<file path="config.mk">
export PLATFORM = sky130hd
export DESIGN_NAME = console_line_editor_unit
export DESIGN_NICKNAME = d
export VERILOG_FILES = /design/src/design/cle_pkg.sv /design/src/design/console_line_editor_unit.sv
export SDC_FILE = /design/constraint.sdc
export NUM_CORES = 1
export LEC_CHECK = 0
export BUFFER_PORTS_ARGS = -buffer_cell sky130_fd_sc_hd__clkbuf_2
export CORE_ASPECT_RATIO = 1.4
export CORE_UTILIZATION = 60
export CTS_CLUSTER_SIZE = 14
export DETAILED_ROUTE_END_ITERATION = 16
export HOLD_SLACK_MARGIN = 0.02
export PLACE_DENSITY = 0.79
export SLEW_MARGIN = 20
export SYNTH_ARGS = -nofsm -noshare
export SYNTH_HDL_FRONTEND = slang
export SYNTH_SLANG_ARGS = --single-unit
</file>
<file path="constraint.sdc">
create_clock -name clk -period 7.92 [get_ports clk]
set_input_delay 0.792 -clock clk [delete_from_list [all_inputs] [get_ports clk]]
set_output_delay 0.792 -clock clk [all_outputs]
set_load 0.02 [all_outputs]
</file>
<file path="src/design/cle_pkg.sv">
`default_nettype none

package cle_pkg;

  // Line store geometry.
  localparam int LINE_DEPTH = 64;
  localparam int ADDR_W     = $clog2(LINE_DEPTH);
  localparam int CNT_W      = $clog2(LINE_DEPTH + 1);

  // Editing keys.
  localparam logic [7:0] KEY_BACKSPACE = 8'h08;
  localparam logic [7:0] KEY_NEWLINE   = 8'h0A;
  localparam logic [7:0] KEY_KILL      = 8'h15;
  localparam logic [7:0] KEY_EOF       = 8'h04;

  // Sequencer states, one-hot.
  typedef enum logic [2:0] {
    S_IDLE  = 3'b001,
    S_FETCH = 3'b010,
    S_SHOW  = 3'b100
  } cle_state_t;

endpackage

`default_nettype wire

</file>
<file path="src/design/console_line_editor_unit.sv">
`default_nettype none

// Console line editor. Takes one keyboard byte per request and returns
// completed lines, one byte per output request, with last_of_line on the
// final byte and empty_line on the single result of a line ended by
// control-D with nothing in it. With raw_mode set, each byte comes back at
// once as a one-byte line. In cooked mode, backspace, control-U and bytes
// that do not end a line give no result. A byte that ends a line (newline,
// control-D, or the byte that fills the 64-entry store) starts the readout
// sequencer: a fetch state reads the first byte from the line memory, then
// one byte per cycle comes from its single registered read port while the
// output is not stalled. Input is stalled during readout. The line memory
// needs no clearing after reset.
module console_line_editor_unit (
  input  wire logic       clk,
  input  wire logic       rst,
  input  wire logic       cfg_write,
  input  wire logic       cfg_data,
  input  wire logic       in_valid,
  output logic            in_stall,
  input  wire logic [7:0] in_byte,
  output logic            out_valid,
  input  wire logic       out_stall,
  output logic [7:0]      out_byte,
  output logic            last_of_line,
  output logic            empty_line
);

  import cle_pkg::*;

  cle_state_t       state, state_next;
  logic             raw_mode;
  logic [CNT_W-1:0] fill, fill_next;
  logic [CNT_W-1:0] line_len, line_len_next;
  logic [CNT_W-1:0] rd_idx, rd_idx_next;
  logic             direct, direct_next;
  logic             out_empty, out_empty_next;
  logic [7:0]       out_data;
  logic [7:0]       line_mem [LINE_DEPTH];

  logic             in_acc, out_acc;
  logic             mem_we, mem_re, load_direct;
  logic [ADDR_W-1:0] mem_raddr;
  logic [7:0]       direct_byte;
  logic [CNT_W-1:0] fill_inc, len_end;
  logic             is_store, ends_line, last_now;

  assign in_acc   = in_valid && !in_stall;
  assign out_acc  = out_valid && !out_stall;
  assign in_stall = (state != S_IDLE);
  assign out_valid = (state == S_SHOW);

  // The result byte comes straight from the output register; last_of_line is decoded from the control registers.
  assign last_now     = direct || (rd_idx == line_len);
  assign out_byte     = out_data;
  assign last_of_line = last_now;
  assign empty_line   = out_empty;

  // Editing decode for a cooked byte.
  assign is_store  = (in_byte != KEY_BACKSPACE) && (in_byte != KEY_KILL);
  assign fill_inc  = fill + CNT_W'(1);
  assign ends_line = is_store && ((in_byte == KEY_NEWLINE) || (in_byte == KEY_EOF) ||
                                  (fill_inc == CNT_W'(LINE_DEPTH)));
  assign len_end   = (in_byte == KEY_EOF) ? fill : fill_inc;

  // Configuration register.
  always_ff @(posedge clk) begin
    if (rst) begin
      raw_mode <= 1'b0;
    end else if (cfg_write) begin
      raw_mode <= cfg_data;
    end
  end

  // Sequencer: editing or raw pass-through in idle, then readout of an ended line or raw byte.
  always_comb begin
    state_next     = state;
    fill_next      = fill;
    line_len_next  = line_len;
    rd_idx_next    = rd_idx;
    direct_next    = direct;
    out_empty_next = out_empty;
    mem_we         = 1'b0;
    mem_re         = 1'b0;
    mem_raddr      = rd_idx[ADDR_W-1:0];
    load_direct    = 1'b0;
    direct_byte    = in_byte;
    case (state)
      S_IDLE: begin
        if (in_acc) begin
          if (raw_mode) begin
            load_direct    = 1'b1;
            direct_next    = 1'b1;
            out_empty_next = 1'b0;
            state_next     = S_SHOW;
          end else if (in_byte == KEY_BACKSPACE) begin
            if (fill != '0) begin
              fill_next = fill - CNT_W'(1);
            end
          end else if (in_byte == KEY_KILL) begin
            fill_next = '0;
          end else begin
            mem_we    = 1'b1;
            fill_next = fill_inc;
            if (ends_line) begin
              fill_next = '0;
              if (len_end == '0) begin
                load_direct    = 1'b1;
                direct_byte    = 8'h00;
                direct_next    = 1'b1;
                out_empty_next = 1'b1;
                state_next     = S_SHOW;
              end else begin
                line_len_next  = len_end;
                rd_idx_next    = '0;
                direct_next    = 1'b0;
                out_empty_next = 1'b0;
                state_next     = S_FETCH;
              end
            end
          end
        end
      end
      S_FETCH: begin
        mem_re      = 1'b1;
        rd_idx_next = rd_idx + CNT_W'(1);
        state_next  = S_SHOW;
      end
      S_SHOW: begin
        if (out_acc) begin
          if (last_now) begin
            state_next = S_IDLE;
          end else begin
            mem_re      = 1'b1;
            rd_idx_next = rd_idx + CNT_W'(1);
          end
        end
      end
      default: begin
        state_next = S_IDLE;
      end
    endcase
  end

  // Control registers.
  always_ff @(posedge clk) begin
    if (rst) begin
      state     <= S_IDLE;
      fill      <= '0;
      line_len  <= '0;
      rd_idx    <= '0;
      direct    <= 1'b0;
      out_empty <= 1'b0;
    end else begin
      state     <= state_next;
      fill      <= fill_next;
      line_len  <= line_len_next;
      rd_idx    <= rd_idx_next;
      direct    <= direct_next;
      out_empty <= out_empty_next;
    end
  end

  // Line memory with registered read port, which is also the output register.
  always_ff @(posedge clk) begin
    if (mem_we) begin
      line_mem[fill[ADDR_W-1:0]] <= in_byte;
    end
    if (mem_re) begin
      out_data <= line_mem[mem_raddr];
    end else if (load_direct) begin
      out_data <= direct_byte;
    end
  end

  // An empty-line result is a lone, final, zero byte.
  a_empty_shape: assert property (@(posedge clk) disable iff (rst)
    (out_valid && empty_line) |-> (last_of_line && out_byte == 8'h00))
    else $error("empty-line result is malformed");

  // The held line never exceeds the store.
  a_fill_bound: assert property (@(posedge clk) disable iff (rst)
    (fill < CNT_W'(LINE_DEPTH)))
    else $error("fill count out of range");

  // Readout of a stored line never runs past its length.
  a_read_bound: assert property (@(posedge clk) disable iff (rst)
    (out_valid && !direct) |-> (rd_idx != '0 && rd_idx <= line_len))
    else $error("readout index out of range");

  // After the final byte is taken, the block takes input again.
  a_back_idle: assert property (@(posedge clk) disable iff (rst)
    (out_valid && !out_stall && last_of_line) |=> !in_stall)
    else $error("block did not return to idle after a line");

  // A raw byte is offered on the next cycle.
  a_raw_pass: assert property (@(posedge clk) disable iff (rst)
    (in_valid && !in_stall && raw_mode && !cfg_write) |=>
      (out_valid && last_of_line && !empty_line && out_byte == $past(in_byte)))
    else $error("raw byte not passed through");

endmodule

`default_nettype wire

</file>
# Yosys cells after proc, flatten, opt, wreduce, memory -nomap -nowiden
# Memory sizes are Yosys's and may differ from the RTL's. A register that Yosys moved wholly into a read port is not among the register bits.
# Cells that the tools add are included.
# Widths: inputs -> output; s select.
word_totals:
  memories: 1
  regBits: 35
  romBits: 0
  input_bits: 14
  mem_bits_rw: 512
  output_inout_bits: 12
  latchBits: 0
  elab_cells: 118
mem_list:
  columns: ["memory", "words", "width", "rd", "rd_clocked_by_memory_dff", "write_ports", "line_no", "text"]
  rows:
  - ["line_mem", 64, 8, 1, 1, 1, "console_line_editor_unit.sv:39", "logic [7:0] line_mem [LINE_DEPTH];"]
op_classes:
  n_shift: 0
  multipliers: 0
  add_sub_neg: 3
  n_mux: 56
  n_eq_ne: 27
  div_mod_pow: 0
  reduce_logical: 19
  n_bitwise: 4
  magnitude_cmp: 0
op_table:
  columns: ["cell", "count"]
  rows:
  - ["$mux 7", 13]
  - ["$mux 8", 9]
  - ["$mux 3", 8]
  - ["$mux 1", 21]
  - ["$pmux 7 s3", 1]
  - ["$ne 2x2->1 const B", 9]
  - ["$eq 8x4->1 const B", 2]
  - ["$add 7x1->7 const B", 2]
  - ["$mux 6", 2]
  - ["$ne 3x3->1 const B", 3]
  - ["$pmux 3 s3", 1]
  - ["$reduce_and 9->1", 1]
  - ["$eq 8x3->1 const B", 1]
  - ["$eq 8x5->1 const B", 1]
  - ["$ne 8x4->1 const B", 1]
  - ["$ne 8x5->1 const B", 1]
  - ["$eq 7x7->1", 1]
  - ["$eq 7x7->1 const B", 1]
  - ["$logic_not 7->1", 1]
  - ["$reduce_and 7->1", 1]
  - ["$reduce_bool 7->1", 1]
  - ["$sub 7x1->7 const B", 1]
  - ["$ne 2x1->1 const B", 3]
  - ["$reduce_and 6->1", 1]
  - ["other kinds (13)", 23]

# Longest topological paths before layout
# Gate-level depths: netlist (run 1).
depth:
  word_depth: 12
  mapped_depth: 10
  ltp_nobuf: 8

# Worst setup path after synthesis (run 1)
# Ideal clock, no wire load.
synth_path:
  path_kind: "input to register"
  from: "input port in_byte[5]"
  to: "register with a tool-made name"
  path_buffers: 1
  setup_slack_ps: 5184
  path_stages: 8
  arrival_time_ps: 2659
  t_required_ps: 7843
  cell_sequence: "nor3_2 > nand3_2 > and4_1 > o221ai_2 > a21oi_1 > buf_2 > or4_1 > a21oi_1"
synth_rtl:
  columns: ["element", "line_no", "text"]
  rows:
  - ["from (decl)", "console_line_editor_unit.sv:21", "input wire logic [7:0] in_byte,"]

==> impl_metrics.yaml, run 1 <==
outcome:
  outcome: "complete, no violations"
hold_path:
  whs_path_depth: 3
  hp-start: "cfg_data"
  hold_path.class: "input pin to register"
floorplan:
  start_util: 0.6133
  die_h_um: 229.3
  rows: 82
  core_um2: 36110
  die_w_um: 164.4
  die-area_um2: 37700
  ioPinCount: 26
worst_setup_path:
  r2r_setup_slack_ns: 3.92
  cp_common_cell: "mux4_2"
  crit_fanout: 81
  endpoint_kind: "register"
  r2r-end: "out_byte[3]$_DFFE_PP_"
  max_stage_delay_ns: 0.98
  cpMaxStageDelayCell: "dfxtp_4"
  endpoint: "out_byte[3]$_DFFE_PP_"
  crit_type: "register to register"
  r2r_cells: 6
  crit_arrival_ns: 4.27
  cp-start-kind: "register"
  cp.required_ns: 8.19
  crit_chain: "buf_12, mux4_2, mux4_2, mux4_2, nor2_1, a21oi_1"
synthesis:
  synthSimpleGateAreaFrac: 0.04248
  synth_compound_area_frac: 0.02440
  async_reset_ff_frac: 0
  ys_seq_area_frac: 0.7348
  ys_warn_count: 0
  synth_xor_xnor_area_share: 0.007118
  synth_area_leaders: "edfxtp_1, mux4_2, dfxtp_1"
  yosysTopAreaCell: "edfxtp_1"
  synth-main-ff-cell: "edfxtp_1"
  synth_cells: 1104
  synth_edf_count: 520
  synth_mux_area_frac: 0.1750
  synth_area_per_cell_um2: 20.06
  syn-cell-area_um2: 22150
  syn_nets: 1122
  ys_types: 56
  synthDominantCellAreaShare: 0.7050
  synthAdderAreaFrac: 0.002260
  yosys_register_bits: 553
  synth_top_family_by_area: "multiplexers"
placed_design:
  placedCellCount: 1541
  port_buffers: 25
  post-dp-hpwl_mm: 29.30
  pre_cts_ws_ns: 3.767
  routabilityCongestion: 0.9370
sta:
  totalNegativeSetupSlack_ns: 0
  min_period_ns: 3.997
  clock.fmax_mhz: 250.2
  drv_slew: 0
  min_period_over_period: 0.5047
  slew_headroom: 0.2675
  worst_pin_slew_ns: 1.095
  fin_ws_ns: 3.923
  setup_viol: 0
  fin_skew_ns: 0.02167
  hold_viol_final: 0
  rsz0062_at_grt: "false"
clock_network:
  clkSinkCount: 553
  path_clk_slew_ns: 0.06
  cts_tree: "done"
  numCtsBuffers: 49
  clockBufferDepth: 3
  clk_latency_ns: 0.57
  post_cts_resized: 0
  hold_buffers: 0
  root_buffer: "clkbuf_16"
  post-cts-setup-buffers: 0
  htreeDepth: 2
layout:
  final_cell_count_no_fill: 1627
  final_common_cell: "edfxtp_1"
  syn_to_final_growth_pct: 9.620
  layout_common_cells: "edfxtp_1, mux4_2, nor2_1"
  final_util: 0.6723
  final_layout_size_suffix_gt1_frac: 0.2466
  fillers: 2212
  fin_nets: 1148
routing:
  firstDrtPassIters: 5
  drc: 0
  ant_nets: 0
  drt-total-wl_mm: 49.62
  dr_total_vias: 11071
  via_per_inst: 6.805
  drt-initial-drc-count: 1442
  wl_per_cell_um: 30.50
flow_run:
  drv_cap: 0
global_route:
  antenna_found_initial: 1
  grtUsageMet2: 0.4688
  use_met1: 0.3661
  grt_use_met3: 0.04582
  grt_max_degree: 82
  grt.overflow.total: 0
  busiest_layer: "met2"
  grt_pass1_wl_mm: 73.93
  grt_usage: 0.2781
  grt_pass1_vias: 11434
power:
  power_density_nw_per_um2: 270.8
  ir_drop_mv: 0.2442
  power.leakage_nw: 7.277
==> stage by stage <==
stage | instance area [µm²] | hold slack [ns] | power, mW
after CTS | 24270 | 0.4609 | 6.594
after global placement | 22700 | 0.4807 | 4.253
after global routing | 24280 | 0.4946 | 6.752
final | 24280 | 0.4688 | 6.574
after floorplan | 22150 | 0.4568 | 4.007
after detailed placement | 22700 | 0.4804 | 4.265
==> worst min path at each step <==
stage,slack (ns),end
after detailed placement,0.48,line_len[6]$_SDFFE_PP0P_
after floorplan,0.46,line_len[6]$_SDFFE_PP0P_
after global routing,0.49,raw_mode$_SDFFE_PP0P_
after CTS,0.46,raw_mode$_SDFFE_PP0P_
after global placement,0.48,rd_idx[6]$_SDFFE_PP0N_
final,0.47,raw_mode$_SDFFE_PP0P_
==> Yosys cell counts (3+ instances only) <==
cell / number
and3_1: 3
nor3_1: 7
nor3b_2: 3
ha_1: 4
a211oi_1: 7
buf_4: 6
mux2_2: 7
mux2i_1: 8
buf_1: 10
a21oi_1: 25
or4_1: 6
or3_1: 6
nor4_1: 3
a31oi_1: 5
dfxtp_1: 33
inv_1: 7
edfxtp_1: 520
a21boi_0: 3
nand3_1: 15
nand2_1: 26
nand2b_1: 10
a21o_1: 3
buf_2: 16
xor2_1: 4
nand4_1: 7
o31ai_1: 7
o21ai_0: 16
o211ai_1: 4
mux4_2: 165
clkbuf_1: 32
nor2_1: 92
xnor2_1: 14
==> registers in the layout, indices dropped and copies added (netlist names), named ones only <==
name and flops:
line_mem 512, out_byte 8, fill 7, line_len 7
rd_idx 7, state 3, direct 1, empty_line 1
raw_mode 1
==> logic make-up after synthesis <==
kind of cell,count (synthesis)
muxes,180
and+or+nand+nor,194
AOI/OAI and AO/OA,84
DFF,553
adders and majority gates,4
xor gates and xnor gates,18
buffers and inverters,71
==> worst max-delay path, delay by kind of cell, from the launching register on <==
kind	cells	cell delay, ns
AOI/OAI and AO/OA	1	0.08
buffers and inverters	1	0.54
DFF	1	0.98
muxes	3	1.68
and+or+nand+nor	1	0.30
==> report_power, final <==
part	leakage, nW	switching [mW]	internal, mW
clock	0.764	1.00	1.36
sequential	4.95	0.0852	3.25
combinational	1.57	0.465	0.413
total	7.28	1.55	5.02
==> per-layer routing <==
metal | part of all wire | vias to the layer above
met3 | 0.086 | 110
met1 | 0.35 | 5669
li1 | - | 4598
met2 | 0.52 | 692
met5 | 0.00022 | -
met4 | 0.037 | 2
==> area by class of cell <==
type                       instances  area [µm²]  share of cell area
inverter                           7       26.28            0.001082
sequential                       553       16280              0.6707
clock inverter                    17       202.7            0.008348
timing repair buffer              39       242.7            0.009997
tap                              462       578.1             0.02381
multi-input combinational        480        5573              0.2295
antenna                            1       2.502           0.0001031
clock buffer                      68        1370             0.05643
No activity file was read; power rests on OpenSTA's default activity.
==> run 2: changes to the inputs <==
--- a/config.mk
+++ b/config.mk
@@ -7,7 +7,7 @@
 export LEC_CHECK = 0
 export BUFFER_PORTS_ARGS = -buffer_cell sky130_fd_sc_hd__clkbuf_2
 export CORE_ASPECT_RATIO = 1.4
-export CORE_UTILIZATION = 60
+export CORE_UTILIZATION = 57
 export CTS_CLUSTER_SIZE = 14
 export DETAILED_ROUTE_END_ITERATION = 16
 export HOLD_SLACK_MARGIN = 0.02
==> constraint.sdc (replaced) <==
create_clock -name clk -period 3.5 [get_ports clk]
set_input_delay 0.35 -clock clk [delete_from_list [all_inputs] [get_ports clk]]
set_output_delay 0.35 -clock clk [all_outputs]
set_load 0.02 [all_outputs]
==> run 2 against run 1 <==
  * Die area up 5.2%
  * Clock skew decreased by 0.0022 ns
  * Clock power grew 120%
  * Sequential cell count unchanged
  * Critical path type unchanged
  * Design area rose by 2.6%
  * Hold slack got worse by 0.43 ns
  * Count of clock-buffer cells in the layout is the same
  * Wire length increased by 3.8%
  * Global-route usage is 0.72 points lower
  * Largest power group unchanged
==> impl_metrics.yaml, run 2 (synthesis results as in run 1) <==
outcome:
  outcome: "complete, no violations"
global_route:
  grt.overflow.total: 0
  grt_usage: 0.2709
  grt_pass1_wl_mm: 76.84
  antenna_found_initial: 2
  grt_pass1_vias: 11816
  grt_max_degree: 66
hold_path:
  hold_path.class: "input pin to register"
  hp-start: "cfg_write"
  hold_path_end: "raw_mode$_SDFFE_PP0P_"
  whs_path_depth: 3
worst_setup_path:
  max_stage_delay_ns: 0.43
  r2r_setup_slack_ns: 0.42
  crit_chain: "nor3b_2, buf_4, inv_1, nor3b_2, nand2_1, nor2_1, nand3_1, buf_4, nor2_1, buf_4"
  cp-start-kind: "register"
  r2r-end: "line_mem[38][7]$_DFFE_PP_"
  r2r-start: "state[0]$_SDFFE_PP1P_"
  endpoint_kind: "register"
  cp.required_ns: 3.78
  crit_type: "register to register"
  crit_fanout: 8
  cpMaxStageDelayCell: "nor3b_2"
  cp_common_cell: "buf_4"
  r2r_cells: 10
  crit_arrival_ns: 3.36
floorplan:
  die_w_um: 168.6
  core_um2: 38390
  die_h_um: 235.2
  rows: 85
  start_util: 0.5769
  ioPinCount: 26
  die-area_um2: 39660
power:
  ir_drop_mv: 0.4866
  power_mw: 14.73
  power_density_nw_per_um2: 591.2
  power.leakage_nw: 7.666
sta:
  fin_skew_ns: 0.01946
  drv_slew: 0
  slew_headroom: 0.2530
  min_period_over_period: 0.8809
  setup_viol: 0
  totalNegativeSetupSlack_ns: 0
  hold_viol_final: 0
  worst_pin_slew_ns: 1.116
  hold_slack_ns: 0.04363
  min_period_ns: 3.083
  rsz0062_at_grt: "false"
  clock.fmax_mhz: 324.4
routing:
  wl_per_cell_um: 29.19
  via_per_inst: 6.579
  drt-total-wl_mm: 51.48
  drc: 0
  drt-initial-drc-count: 1553
  ant_nets: 0
  wl_met2_mm: 26.13
  wl_met3_mm: 4.850
  routed.top_layer: "met4"
  firstDrtPassIters: 7
  wl_met1_mm: 18.38
  dr_total_vias: 11605
placed_design:
  routabilityCongestion: 0.9854
  port_buffers: 25
  placedCellCount: 1677
  post-dp-hpwl_mm: 31.44
clock_network:
  numCtsBuffers: 49
  cts_tree: "done"
  htreeDepth: 2
  clk_latency_ns: 0.57
  clockBufferDepth: 3
  clkSinkCount: 553
  root_buffer: "clkbuf_16"
  path_clk_slew_ns: 0.06
layout:
  fin_nets: 1225
  syn_to_final_growth_pct: 12.51
  largest_reg_flops: 512
  final_layout_size_suffix_gt1_frac: 0.2901
  final_cell_count_no_fill: 1764
  layout_common_cells: "edfxtp_1, mux4_2, nor2_1"
  final_common_cell: "edfxtp_1"
flow_run:
  drv_cap: 0
## run 2: changes by cell type in the layout (fill, tap and decap cells not counted)
cell and delta:
dlygate4sd3_1 +1, o21bai_1 +1, clkinvlp_4 +1, clkinv_1 +1, bufinv_16 -3, o31ai_1 +1
o31ai_2 -1, buf_12 +5, buf_4 +71, o21bai_2 -1, clkinv_4 +1
## run 2: worst max path at each step
stage	from	endpoint	slack [ns]	depth (start not counted)
after detailed placement	in_byte[2]	register	0.44	9
final	state[0]$_SDFFE_PP1P_	line_mem[38][7]$_DFFE_PP_	0.42	10
after floorplan	state[0]$_SDFFE_PP1P_	line_mem[17][0]$_DFFE_PP_	0.78	7
after global routing	fill[2]$_SDFFE_PP0P_	out_byte[6]$_DFFE_PP_	0.28	7
after global placement	in_byte[2]	line_mem[55][4]$_DFFE_PP_	0.56	7
after CTS	register	out_byte[5]$_DFFE_PP_	0.52	5
## run 2: repair_timing
item,in CTS,in global routing
hold buffers,1,0
gates resized for setup,0,0
buffers inserted,0,0
endpoints found under the hold margin,1,0
endpoints found under the setup margin,0,0
## run 2: per-stage QoR
step | worst slack (ns) | util | area (µm²)
finish | 0.4170 | 0.6490 | 24920
global route | 0.2772 | 0.6490 | 24920
floorplan | 0.7786 | - | 22150
global placement | 0.5647 | 0.6096 | 23400
CTS | 0.5231 | 0.6490 | 24920
detailed placement | 0.4355 | 0.6096 | 23400
## run 2: critical path: cells and delay by family, from the launching register on
kind                   cells  cell delay [ns]
and+or+nand+nor            6             1.54
buffers and inverters      4             0.85
DFF                        1             0.41
## run 2: area by class of cell
class	count	area, µm²
Multi-Input combinational cell	480	5564
Clock buffer	68	1370
Inverter	7	26.28
Timing Repair Buffer	116	885.9
Clock inverter	17	132.6
Fill cell	2433	13470
Tap cell	522	653.1
Antenna cell	1	2.502
Sequential cell	553	16280
## run 2: routing by layer
layer  vias up  global-route usage
li1       4757                   -
met1      5923              0.3647
met2       788              0.4470
met3       137             0.04186
met4         0              0.1118
met5         -                   0
## run 2: where the power goes
part	internal (mW)	leakage, nW	switching (mW)
logic	0.997	1.99	1.15
clock network	2.87	0.727	2.28
registers	7.34	4.95	0.0982
total	11.2	7.67	3.52
